File: src/rtl/pidc_pkg.sv
// ============================================================================
// pidc_pkg - shared types, codes and microcode for the PID axis block
// Control word layout, sequencer status, opcodes, jump conditions and the
// read-only microprogram that steps the datapath through one control update.
// ============================================================================
package pidc_pkg;

    // Datapath widths fixed by the field formats
    localparam int PROD_W = 44;  // product magnitude / dividend
    localparam int DVSR_W = 14;  // divisor (16000 or 16*ms)

    // Datapath operations
    typedef logic [3:0] op_t;
    localparam op_t OP_NOP       = 4'd0;
    localparam op_t OP_LOAD      = 4'd1;
    localparam op_t OP_MUL_KI    = 4'd2;
    localparam op_t OP_MUL_MS    = 4'd3;
    localparam op_t OP_DIV_INT   = 4'd4;
    localparam op_t OP_INT_ADD   = 4'd5;
    localparam op_t OP_MUL_KP    = 4'd6;
    localparam op_t OP_P_ADD     = 4'd7;
    localparam op_t OP_MUL_KD    = 4'd8;
    localparam op_t OP_MUL_K1000 = 4'd9;
    localparam op_t OP_DIV_DER   = 4'd10;
    localparam op_t OP_D_ADD     = 4'd11;
    localparam op_t OP_FINISH    = 4'd12;

    // Sequencer jump conditions
    typedef logic [2:0] jcond_t;
    localparam jcond_t J_NEXT     = 3'd0;  // go to next step
    localparam jcond_t J_HOLD_IN  = 3'd1;  // hold until an input transaction
    localparam jcond_t J_HOLD_DIV = 3'd2;  // hold while divider is busy
    localparam jcond_t J_MS0      = 3'd3;  // jump to target when elapsed_ms is zero
    localparam jcond_t J_HOLD_OUT = 3'd4;  // hold until output slot free, then jump
    localparam jcond_t J_JUMP     = 3'd5;  // unconditional jump

    // Program steps
    typedef logic [3:0] step_t;
    localparam step_t ST_LOAD     = 4'd0;
    localparam step_t ST_MUL_KI   = 4'd1;
    localparam step_t ST_MUL_MS   = 4'd2;
    localparam step_t ST_DIV_INT  = 4'd3;
    localparam step_t ST_WAIT_INT = 4'd4;
    localparam step_t ST_INT_ADD  = 4'd5;
    localparam step_t ST_MUL_KP   = 4'd6;
    localparam step_t ST_P_ADD    = 4'd7;
    localparam step_t ST_MUL_KD   = 4'd8;
    localparam step_t ST_MUL_1000 = 4'd9;
    localparam step_t ST_DIV_DER  = 4'd10;
    localparam step_t ST_WAIT_DER = 4'd11;
    localparam step_t ST_D_ADD    = 4'd12;
    localparam step_t ST_FINISH   = 4'd13;

    // Configuration register indexes
    typedef logic [1:0] cfg_idx_t;
    localparam cfg_idx_t CFG_KP      = 2'd0;
    localparam cfg_idx_t CFG_KI      = 2'd1;
    localparam cfg_idx_t CFG_KD      = 2'd2;
    localparam cfg_idx_t CFG_MAX_INT = 2'd3;

    // One control word
    typedef struct packed {
        op_t    op;
        jcond_t jcond;
        step_t  target;
    } ctl_t;

    // Status seen by the sequencer
    typedef struct packed {
        logic in_valid;
        logic div_busy;
        logic ms_zero;
        logic out_free;
    } stat_t;

    // Microprogram ROM
    function automatic ctl_t ucode(step_t s);
        ctl_t c;
        case (s)
            ST_LOAD:     c = '{OP_LOAD,      J_HOLD_IN,  ST_LOAD};
            ST_MUL_KI:   c = '{OP_MUL_KI,    J_NEXT,     ST_LOAD};
            ST_MUL_MS:   c = '{OP_MUL_MS,    J_NEXT,     ST_LOAD};
            ST_DIV_INT:  c = '{OP_DIV_INT,   J_NEXT,     ST_LOAD};
            ST_WAIT_INT: c = '{OP_NOP,       J_HOLD_DIV, ST_LOAD};
            ST_INT_ADD:  c = '{OP_INT_ADD,   J_NEXT,     ST_LOAD};
            ST_MUL_KP:   c = '{OP_MUL_KP,    J_NEXT,     ST_LOAD};
            ST_P_ADD:    c = '{OP_P_ADD,     J_NEXT,     ST_LOAD};
            ST_MUL_KD:   c = '{OP_MUL_KD,    J_MS0,      ST_FINISH};
            ST_MUL_1000: c = '{OP_MUL_K1000, J_NEXT,     ST_LOAD};
            ST_DIV_DER:  c = '{OP_DIV_DER,   J_NEXT,     ST_LOAD};
            ST_WAIT_DER: c = '{OP_NOP,       J_HOLD_DIV, ST_LOAD};
            ST_D_ADD:    c = '{OP_D_ADD,     J_NEXT,     ST_LOAD};
            ST_FINISH:   c = '{OP_FINISH,    J_HOLD_OUT, ST_LOAD};
            default:     c = '{OP_NOP,       J_JUMP,     ST_LOAD};
        endcase
        return c;
    endfunction

endpackage

File: src/rtl/pidc_seq.sv
// ============================================================================
// pidc_seq - microcode sequencer
// Step counter over the microprogram ROM; evaluates the jump condition of the
// current control word against datapath status.
// ============================================================================
module pidc_seq (
    input  logic           clk,
    input  logic           rst_n,
    input  pidc_pkg::stat_t stat,
    output pidc_pkg::ctl_t  ctl
);
    import pidc_pkg::*;

    step_t step_reg;
    step_t step_next;

    // Current control word
    assign ctl = ucode(step_reg);

    // Next step selection
    always_comb
    begin
        step_next = step_t'(step_reg + 4'd1);
        case (ctl.jcond)
            J_NEXT:
            begin
                step_next = step_t'(step_reg + 4'd1);
            end
            J_HOLD_IN:
            begin
                if (!stat.in_valid)
                begin
                    step_next = step_reg;
                end
            end
            J_HOLD_DIV:
            begin
                if (stat.div_busy)
                begin
                    step_next = step_reg;
                end
            end
            J_MS0:
            begin
                if (stat.ms_zero)
                begin
                    step_next = ctl.target;
                end
            end
            J_HOLD_OUT:
            begin
                step_next = stat.out_free ? ctl.target : step_reg;
            end
            J_JUMP:
            begin
                step_next = ctl.target;
            end
            default:
            begin
                step_next = ST_LOAD;
            end
        endcase
    end

    // Step counter
    always_ff @(posedge clk or negedge rst_n)
    begin
        if (!rst_n)
        begin
            step_reg <= ST_LOAD;
        end
        else
        begin
            step_reg <= step_next;
        end
    end

endmodule

File: src/rtl/pidc_div.sv
// ============================================================================
// pidc_div - iterative unsigned divider
// Restoring division, two quotient bits per cycle; busy while iterating,
// quotient valid once busy drops.
// ============================================================================
module pidc_div #(
    parameter int DIVIDEND_W = 44,
    parameter int DIVISOR_W  = 14
) (
    input  logic                  clk,
    input  logic                  rst_n,
    input  logic                  start,
    input  logic [DIVIDEND_W-1:0] dividend,
    input  logic [DIVISOR_W-1:0]  divisor,
    output logic [DIVIDEND_W-1:0] quotient,
    output logic                  busy
);
    localparam int STEPS = (DIVIDEND_W + 1) / 2;
    localparam int PAD_W = 2 * STEPS;
    localparam int CNT_W = $clog2(STEPS + 1);

    logic [DIVISOR_W-1:0] rem_reg;
    logic [DIVISOR_W-1:0] rem_next;
    logic [PAD_W-1:0]     quo_reg;
    logic [PAD_W-1:0]     quo_next;
    logic [DIVISOR_W-1:0] dvsr_reg;
    logic [CNT_W-1:0]     cnt_reg;
    logic                 busy_reg;

    logic [DIVISOR_W:0]   t1;
    logic [DIVISOR_W:0]   t2;
    logic [DIVISOR_W:0]   d1;
    logic [DIVISOR_W:0]   d2;
    logic                 ge1;
    logic                 ge2;
    logic [DIVISOR_W-1:0] r1;
    logic [PAD_W-1:0]     q1;

    // Two restoring steps per cycle
    always_comb
    begin
        t1  = {rem_reg, quo_reg[PAD_W-1]};
        ge1 = (t1 >= {1'b0, dvsr_reg});
        d1  = t1 - {1'b0, dvsr_reg};
        r1  = ge1 ? d1[DIVISOR_W-1:0] : t1[DIVISOR_W-1:0];
        q1  = {quo_reg[PAD_W-2:0], ge1};

        t2  = {r1, q1[PAD_W-1]};
        ge2 = (t2 >= {1'b0, dvsr_reg});
        d2  = t2 - {1'b0, dvsr_reg};
        rem_next = ge2 ? d2[DIVISOR_W-1:0] : t2[DIVISOR_W-1:0];
        quo_next = {q1[PAD_W-2:0], ge2};
    end

    // Control
    always_ff @(posedge clk or negedge rst_n)
    begin
        if (!rst_n)
        begin
            busy_reg <= 1'b0;
            cnt_reg  <= '0;
        end
        else if (start)
        begin
            busy_reg <= 1'b1;
            cnt_reg  <= CNT_W'(STEPS);
        end
        else if (busy_reg)
        begin
            cnt_reg <= cnt_reg - CNT_W'(1);
            if (cnt_reg == CNT_W'(1))
            begin
                busy_reg <= 1'b0;
            end
        end
    end

    // Remainder and quotient shift register
    always_ff @(posedge clk)
    begin
        if (start)
        begin
            rem_reg  <= '0;
            quo_reg  <= PAD_W'(dividend);
            dvsr_reg <= divisor;
        end
        else if (busy_reg)
        begin
            rem_reg <= rem_next;
            quo_reg <= quo_next;
        end
    end

    assign quotient = quo_reg[DIVIDEND_W-1:0];
    assign busy     = busy_reg;

endmodule

File: src/rtl/pidc_datapath.sv
// ============================================================================
// pidc_datapath - PID arithmetic datapath
// Gain registers, error capture, shared multiplier, integral store with
// upper clamp and floor, term accumulator, output saturation and result register.
// ============================================================================
module pidc_datapath (
    input  logic                          clk,
    input  logic                          rst_n,
    input  pidc_pkg::ctl_t                ctl,
    // input transaction
    input  logic                          in_valid,
    input  logic signed [15:0]            setpoint,
    input  logic signed [15:0]            measured_angle,
    input  logic [9:0]                    elapsed_ms,
    // configuration writes
    input  logic                          cfg_we,
    input  pidc_pkg::cfg_idx_t            cfg_index,
    input  logic [15:0]                   cfg_data,
    // divider
    output logic                          div_start,
    output logic [pidc_pkg::PROD_W-1:0]   div_dividend,
    output logic [pidc_pkg::DVSR_W-1:0]   div_divisor,
    input  logic [pidc_pkg::PROD_W-1:0]   div_quotient,
    // status
    output logic                          ms_zero,
    output logic                          out_free,
    // result
    input  logic                          out_ready,
    output logic                          out_valid,
    output logic [15:0]                   drive,
    output logic                          integral_clamped,
    output logic                          output_saturated
);
    import pidc_pkg::*;

    localparam logic [DVSR_W-1:0]   INT_DIVISOR = 14'd16000;
    localparam logic [16:0]         K1000       = 17'd1000;
    localparam logic signed [40:0]  INT_MIN     = {2'b11, 39'd0};
    localparam logic signed [41:0]  ACC_NEG_LIM = -42'sd65535;

    // configuration
    logic [15:0] kp_reg;
    logic [15:0] ki_reg;
    logic [15:0] kd_reg;
    logic [15:0] max_int_reg;

    // state
    logic signed [39:0] integral_reg;
    logic signed [16:0] prev_err_reg;

    // working registers
    logic [15:0]        err_mag_reg;
    logic               err_neg_reg;
    logic [16:0]        de_mag_reg;
    logic               de_neg_reg;
    logic [9:0]         ms_reg;
    logic [PROD_W-1:0]  prod_reg;
    logic               prod_neg_reg;
    logic               clamp_reg;
    logic signed [41:0] acc_reg;

    // result register
    logic        out_valid_reg;
    logic        out_valid_next;
    logic [15:0] drive_reg;
    logic        clamp_out_reg;
    logic        sat_reg;

    logic               load;
    logic               write_out;
    logic signed [16:0] err_w;
    logic signed [16:0] err_inv_w;
    logic signed [17:0] de_w;
    logic signed [17:0] de_inv_w;

    logic [32:0]        mul_a;
    logic [16:0]        mul_b;
    logic               mul_en;
    logic [49:0]        mul_p;

    logic [41:0]        qmag_w;
    logic signed [41:0] qs_w;
    logic [41:0]        pmag_w;
    logic signed [41:0] pt_w;
    logic signed [40:0] sum_w;
    logic signed [40:0] limit_w;

    logic [15:0]        drive_w;
    logic               sat_w;

    assign load      = (ctl.op == OP_LOAD) && in_valid;
    assign out_free  = !out_valid_reg || out_ready;
    assign write_out = (ctl.op == OP_FINISH) && out_free;
    assign ms_zero   = (ms_reg == 10'd0);

    // Error and error difference at load
    always_comb
    begin
        err_w     = $signed({setpoint[15], setpoint}) -
                    $signed({measured_angle[15], measured_angle});
        err_inv_w = -err_w;
        de_w      = $signed({err_w[16], err_w}) - $signed({prev_err_reg[16], prev_err_reg});
        de_inv_w  = -de_w;
    end

    // Shared multiplier operand selection (magnitudes only)
    always_comb
    begin
        mul_a  = '0;
        mul_b  = '0;
        mul_en = 1'b1;
        case (ctl.op)
            OP_MUL_KI:
            begin
                mul_a = {17'd0, ki_reg};
                mul_b = {1'b0, err_mag_reg};
            end
            OP_MUL_MS:
            begin
                mul_a = prod_reg[32:0];
                mul_b = {7'd0, ms_reg};
            end
            OP_MUL_KP:
            begin
                mul_a = {17'd0, kp_reg};
                mul_b = {1'b0, err_mag_reg};
            end
            OP_MUL_KD:
            begin
                mul_a = {17'd0, kd_reg};
                mul_b = de_mag_reg;
            end
            OP_MUL_K1000:
            begin
                mul_a = prod_reg[32:0];
                mul_b = K1000;
            end
            default:
            begin
                mul_en = 1'b0;
            end
        endcase
    end

    assign mul_p = 50'(mul_a) * 50'(mul_b);

    // Divider hookup
    assign div_start    = (ctl.op == OP_DIV_INT) || (ctl.op == OP_DIV_DER);
    assign div_dividend = prod_reg;
    assign div_divisor  = (ctl.op == OP_DIV_DER) ? {ms_reg, 4'd0} : INT_DIVISOR;

    // Signed terms from magnitude and sign; truncation toward zero is on the magnitude
    always_comb
    begin
        qmag_w  = {1'b0, div_quotient[40:0]};
        qs_w    = prod_neg_reg ? -$signed(qmag_w) : $signed(qmag_w);
        pmag_w  = {14'd0, prod_reg[31:4]};
        pt_w    = prod_neg_reg ? -$signed(pmag_w) : $signed(pmag_w);
        sum_w   = $signed({integral_reg[39], integral_reg}) + $signed(qs_w[40:0]);
        limit_w = $signed({9'd0, max_int_reg, 16'd0});
    end

    // Whole part of the sum, saturated to 16 bits
    always_comb
    begin
        if (acc_reg < ACC_NEG_LIM)
        begin
            drive_w = 16'd0;
            sat_w   = 1'b1;
        end
        else if (acc_reg[41])
        begin
            drive_w = 16'd0;
            sat_w   = 1'b0;
        end
        else if (acc_reg[41:32] != 10'd0)
        begin
            drive_w = 16'hFFFF;
            sat_w   = 1'b1;
        end
        else
        begin
            drive_w = acc_reg[31:16];
            sat_w   = 1'b0;
        end
    end

    assign out_valid_next = write_out ? 1'b1 : (out_ready ? 1'b0 : out_valid_reg);

    // Configuration, controller state and output valid
    always_ff @(posedge clk or negedge rst_n)
    begin
        if (!rst_n)
        begin
            kp_reg        <= 16'd0;
            ki_reg        <= 16'd0;
            kd_reg        <= 16'd0;
            max_int_reg   <= 16'd400;
            integral_reg  <= '0;
            prev_err_reg  <= '0;
            out_valid_reg <= 1'b0;
        end
        else
        begin
            if (cfg_we)
            begin
                case (cfg_index)
                    CFG_KP:      kp_reg      <= cfg_data;
                    CFG_KI:      ki_reg      <= cfg_data;
                    CFG_KD:      kd_reg      <= cfg_data;
                    CFG_MAX_INT: max_int_reg <= cfg_data;
                    default:     kp_reg      <= kp_reg;
                endcase
            end
            if (load)
            begin
                prev_err_reg <= err_w;
            end
            // integral update with upper clamp and store floor
            if (ctl.op == OP_INT_ADD)
            begin
                if (sum_w > limit_w)
                begin
                    integral_reg <= limit_w[39:0];
                end
                else if (sum_w < INT_MIN)
                begin
                    integral_reg <= INT_MIN[39:0];
                end
                else
                begin
                    integral_reg <= sum_w[39:0];
                end
            end
            out_valid_reg <= out_valid_next;
        end
    end

    // Working and result payload registers
    always_ff @(posedge clk)
    begin
        if (load)
        begin
            err_neg_reg <= err_w[16];
            err_mag_reg <= err_w[16] ? err_inv_w[15:0] : err_w[15:0];
            de_neg_reg  <= de_w[17];
            de_mag_reg  <= de_w[17] ? de_inv_w[16:0] : de_w[16:0];
            ms_reg      <= elapsed_ms;
        end
        if (mul_en)
        begin
            prod_reg <= mul_p[PROD_W-1:0];
        end
        case (ctl.op)
            OP_MUL_KI:  prod_neg_reg <= err_neg_reg;
            OP_MUL_KP:  prod_neg_reg <= err_neg_reg;
            OP_MUL_KD:  prod_neg_reg <= de_neg_reg;
            OP_INT_ADD: clamp_reg    <= (sum_w > limit_w);
            OP_P_ADD:   acc_reg      <= $signed({{2{integral_reg[39]}}, integral_reg}) + pt_w;
            OP_D_ADD:   acc_reg      <= acc_reg + qs_w;
            default:    clamp_reg    <= clamp_reg;
        endcase
        if (write_out)
        begin
            drive_reg     <= drive_w;
            clamp_out_reg <= clamp_reg;
            sat_reg       <= sat_w;
        end
    end

    assign out_valid        = out_valid_reg;
    assign drive            = drive_reg;
    assign integral_clamped = clamp_out_reg;
    assign output_saturated = sat_reg;

endmodule

File: src/rtl/pid_step_with_integral_clamp.sv
// ============================================================================
// pid_step_with_integral_clamp - one PID axis with anti-windup upper clamp
// A result follows each input transaction after two passes through the
// 2-bit-per-cycle divider (one pass when elapsed_ms is 0). One item is in
// work at a time; the next item is taken while the previous result waits
// in the output register.
// Reset: asynchronous, active low; gains clear to 0, max_integral to 400,
// integral and previous error to 0, output empty.
// ============================================================================
module pid_step_with_integral_clamp (
    input  logic        clk,
    input  logic        rst_n,
    // input stream
    input  logic        s_axis_tvalid,
    output logic        s_axis_tready,
    input  logic [47:0] s_axis_tdata,  // [15:0] setpoint, [31:16] measured_angle,
                                       // [41:32] elapsed_ms, [47:42] zero
    // result stream
    output logic        m_axis_tvalid,
    input  logic        m_axis_tready,
    output logic [15:0] m_axis_tdata,  // [15:0] drive
    output logic [1:0]  m_axis_tuser,  // [0] integral_clamped, [1] output_saturated
    // configuration
    input  logic        cfg_we,
    input  logic [1:0]  cfg_index,
    input  logic [15:0] cfg_data
);
    import pidc_pkg::*;

    ctl_t              ctl;
    stat_t             stat;
    logic              div_start;
    logic [PROD_W-1:0] div_dividend;
    logic [DVSR_W-1:0] div_divisor;
    logic [PROD_W-1:0] div_quotient;
    logic              div_busy;
    logic              ms_zero;
    logic              out_free;

    // Input is taken only in the load step
    assign s_axis_tready = (ctl.op == OP_LOAD);

    assign stat = '{in_valid: s_axis_tvalid, div_busy: div_busy,
                    ms_zero: ms_zero, out_free: out_free};

    pidc_seq u_seq (
        .clk   (clk),
        .rst_n (rst_n),
        .stat  (stat),
        .ctl   (ctl)
    );

    pidc_div #(
        .DIVIDEND_W (PROD_W),
        .DIVISOR_W  (DVSR_W)
    ) u_div (
        .clk      (clk),
        .rst_n    (rst_n),
        .start    (div_start),
        .dividend (div_dividend),
        .divisor  (div_divisor),
        .quotient (div_quotient),
        .busy     (div_busy)
    );

    pidc_datapath u_dp (
        .clk              (clk),
        .rst_n            (rst_n),
        .ctl              (ctl),
        .in_valid         (s_axis_tvalid),
        .setpoint         ($signed(s_axis_tdata[15:0])),
        .measured_angle   ($signed(s_axis_tdata[31:16])),
        .elapsed_ms       (s_axis_tdata[41:32]),
        .cfg_we           (cfg_we),
        .cfg_index        (cfg_index),
        .cfg_data         (cfg_data),
        .div_start        (div_start),
        .div_dividend     (div_dividend),
        .div_divisor      (div_divisor),
        .div_quotient     (div_quotient),
        .ms_zero          (ms_zero),
        .out_free         (out_free),
        .out_ready        (m_axis_tready),
        .out_valid        (m_axis_tvalid),
        .drive            (m_axis_tdata),
        .integral_clamped (m_axis_tuser[0]),
        .output_saturated (m_axis_tuser[1])
    );

endmodule

File: config.mk
export PLATFORM = sky130hd
export DESIGN_NAME = pid_step_with_integral_clamp
export DESIGN_NICKNAME = d
export VERILOG_FILES = /design/src/rtl/pidc_pkg.sv /design/src/rtl/pidc_seq.sv /design/src/rtl/pidc_div.sv /design/src/rtl/pidc_datapath.sv /design/src/rtl/pid_step_with_integral_clamp.sv
export SDC_FILE = /design/constraint.sdc
export NUM_CORES = 2
export LEC_CHECK = 0
export BUFFER_PORTS_ARGS = -buffer_cell sky130_fd_sc_hd__buf_2
export CAP_MARGIN = 20
export CORE_ASPECT_RATIO = 2
export CORE_UTILIZATION = 53
export DETAILED_ROUTE_END_ITERATION = 8
export HOLD_SLACK_MARGIN = 0.05
export PLACE_DENSITY = 0.77
export RECOVER_POWER = 50
export REMOVE_ABC_BUFFERS = 1
export SLEW_MARGIN = 5
export SYNTH_ARGS = -nofsm -noshare
export SYNTH_HDL_FRONTEND = slang
export SYNTH_SLANG_ARGS = --single-unit
File: constraint.sdc
create_clock -name clk -period 18 [get_ports clk]
set_input_delay 0 -clock clk [delete_from_list [all_inputs] [get_ports clk]]
set_output_delay 0 -clock clk [all_outputs]
set_load 0.02 [all_outputs]
==> flow_summary.json <==
{
  "htreeDepth": 2,
  "syn_to_final_growth_pct": 8.17,
  "clockBufferDepth": 3,
  "period_needed_ps": 12170,
  "ios": 91,
  "wirelength_mm": 131,
  "ant_nets": 0,
  "violations": "capacitance limit, slew limit",
  "grt_pass1_vias": 37000,
  "drive_gt1_share_pct": 5.73,
  "finalHoldViolations": 0,
  "grt_pass1_wl_mm": 201,
  "setup_viol": 0,
  "tritoncts": "yes",
  "die_w_um": 200,
  "vias_per_cell": 5.96,
  "finalCritPeriodShare_pct": 67.6,
  "hp-class": "input port to flop",
  "grt_use_total_pct": 34.0,
  "clockRootBuffer": "clkbuf_16",
  "synth_warnings": 0,
  "yosysSeqAreaShare_pct": 23.5,
  "post-route-drc-count": 0,
  "clock_skew_ps": 20.7,
  "start_kind": "flop",
  "synthArstFlopShare_pct": 37.6,
  "dp.final_hpwl_mm": 104,
  "tns_ps": 0,
  "rsz0062_at_grt": "no",
  "syn_inst": 4636,
  "drt_pass1_iterations": 5,
  "grt_max_degree": 88,
  "slowest_delay_ps": 1640,
  "clkSinkCount": 351,
  "top_usage_layer": "met2",
  "r2r_slack_ps": 5830,
  "dieArea_mm2": 0.0793,
  "critPathMaxFanout": 23,
  "use_met3_pct": 6.13,
  "worst_pin_slew_ps": 3900,
  "synth.distinct_cells": 91,
  "maxCapViolations": 6,
  "gp_congestion": 1.05,
  "synth_area_per_cell_um2": 8.93,
  "cp.arrival_ps": 12490,
  "start_util_pct": 53.7,
  "fill_cells": 6891,
  "synthFlopType": "edfxtp_1",
  "grtUsageMet1_pct": 30.6,
  "r2r_start": "u_seq.step_reg[1]",
  "antenna_found_initial": 3,
  "fmax_mhz": 82.2,
  "cts_inserted_buffers": 36,
  "portBuffers": 84,
  "crit_start": "u_seq.step_reg[1]",
  "row_count": 144,
  "status": "finished with violations",
  "max_slew_margin_pct": -160,
  "nNetsFinal": 5601,
  "synth_edf_count": 205,
  "crit_required_ps": 18320,
  "critPathSlowestCell": "nor2_1",
  "slew_viol_final": 295,
  "crit_path_end_kind": "flop",
  "clkLatencyLatePin_ps": 590,
  "crit_type": "flop to flop",
  "wl_per_cell_um": 22.5,
  "netlist_area_mm2": 0.0414,
  "cp_common_cell": "fa_1",
  "post_cts_buffers": 0,
  "use_met2_pct": 61.5,
  "hp-start": "cfg_we",
  "grt_overflow": 0,
  "vias": 34700,
  "die_h_um": 397,
  "core_area_mm2": 0.0771,
  "dr.first_iter.drc_count": 2116,
  "clk_pin_slew_ps": 70,
  "ys_ff_latch": 351
}
==> critical path: cells and delay by family (launching register included) <==
kind,cells,cell delay [ps]
compound gates,9,3290
xor+xnor,1,130
fa+ha+maj,8,3760
buf+inv,5,830
flops,1,520
simple gates,7,3360
==> through the flow <==
step | setup WS [ps] | instances | instance area [um2] | hold slack, ps | util (%)
2_1_floorplan | 8760 | 4564 | 41100 | -296 | -
3_3_place_gp | 7180 | 5716 | 43200 | 83.0 | 56.1
3_5_place_dp | 7030 | 5716 | 43200 | 85.9 | 56.1
4_1_cts | 7010 | 5816 | 44800 | 53.7 | 58.1
5_1_grt | 5490 | 5821 | 44800 | 56.0 | 58.1
6_report | 5830 | 5822 | 44800 | 44.0 | 58.1
==> cells in the mapped netlist, drive strengths merged, types with 31 or more instances <==
| cell type | count | area, um2 |
|---|---|---|
| nand2 | 714 | 2680 |
| inv | 706 | 2650 |
| fa | 458 | 9170 |
| ha | 299 | 3740 |
| nor2 | 297 | 1110 |
| a21oi | 217 | 1090 |
| o21ai | 215 | 1080 |
| edfxtp | 205 | 6160 |
| xnor2 | 192 | 1680 |
| clkbuf | 151 | 568 |
| dfrtp | 129 | 3230 |
| xor2 | 82 | 718 |
| mux2 | 77 | 867 |
| a21o | 70 | 526 |
| nand3 | 56 | 285 |
| nand4 | 51 | 319 |
| o21a | 49 | 368 |
| and2 | 48 | 300 |
| or3 | 44 | 280 |
| o31ai | 37 | 283 |
| nor3 | 36 | 180 |
| o21bai | 36 | 270 |
| nor2b | 31 | 194 |
==> kinds of logic (layout without fill, tap and decap cells) <==
| family | after synthesis | count (layout) | synth area share [%] |
|---|---|---|---|
| fa+ha+maj | 757 | 757 | 31.2 |
| buf+inv | 877 | 944 | 8.01 |
| mux | 98 | 98 | 2.60 |
| xor+xnor | 274 | 274 | 5.79 |
| flops | 351 | 351 | 23.5 |
| simple gates | 1430 | 1430 | 15.6 |
| compound gates | 847 | 847 | 13.3 |
| other cells | 2 | 99 | 0.0181 |
==> layout by cell type (no fill, tap or decap), drive strengths merged, types with 129 or more instances in the layout <==
cell type  instances
o21ai            215
nand2            714
fa               458
edfxtp           205
a21oi            217
inv              709
xnor2            192
ha               299
dfrtp            129
nor2             297
==> what timing repair did <==
item	4_1_cts	5_1_grt
hold buffers	36	0
endpoints found under the hold margin	152	0
gates resized for setup	0	0
==> final timing paths <==
path / end / depth (start not counted)
worst max-delay path: u_dp.div_dividend[43] / 30
worst min-delay path: u_dp.ki_reg[14] / 3
worst max register to register: u_dp.div_dividend[43] / 30
worst min register to register: u_dp.integral_clamped / 0
max in group asynchronous: u_seq.step_reg[3] / 4
min in group asynchronous: u_dp.kd_reg[6] / 3
==> layout make-up <==
cell class | count | area, um2 | area share [%]
multi-input cells | 3504 | 28800 | 64.2
flip-flops and latches | 351 | 9740 | 21.7
inverters | 709 | 2660 | 5.94
well taps | 1022 | 1280 | 2.85
repair buffers | 171 | 1140 | 2.54
clock buffers | 48 | 1010 | 2.25
clock inverters | 16 | 209 | 0.466
diodes | 1 | 2.50 | 0.00559
==> metal layers <==
metal,vias up,wire (um)
li1,15600,-
met2,1513,67600
met3,724,8150
met1,16900,39200
met4,6,15900
met5,-,42
Power is not shown: default switching activity piles up to over one toggle a cycle in this logic, so the estimate is an artifact.
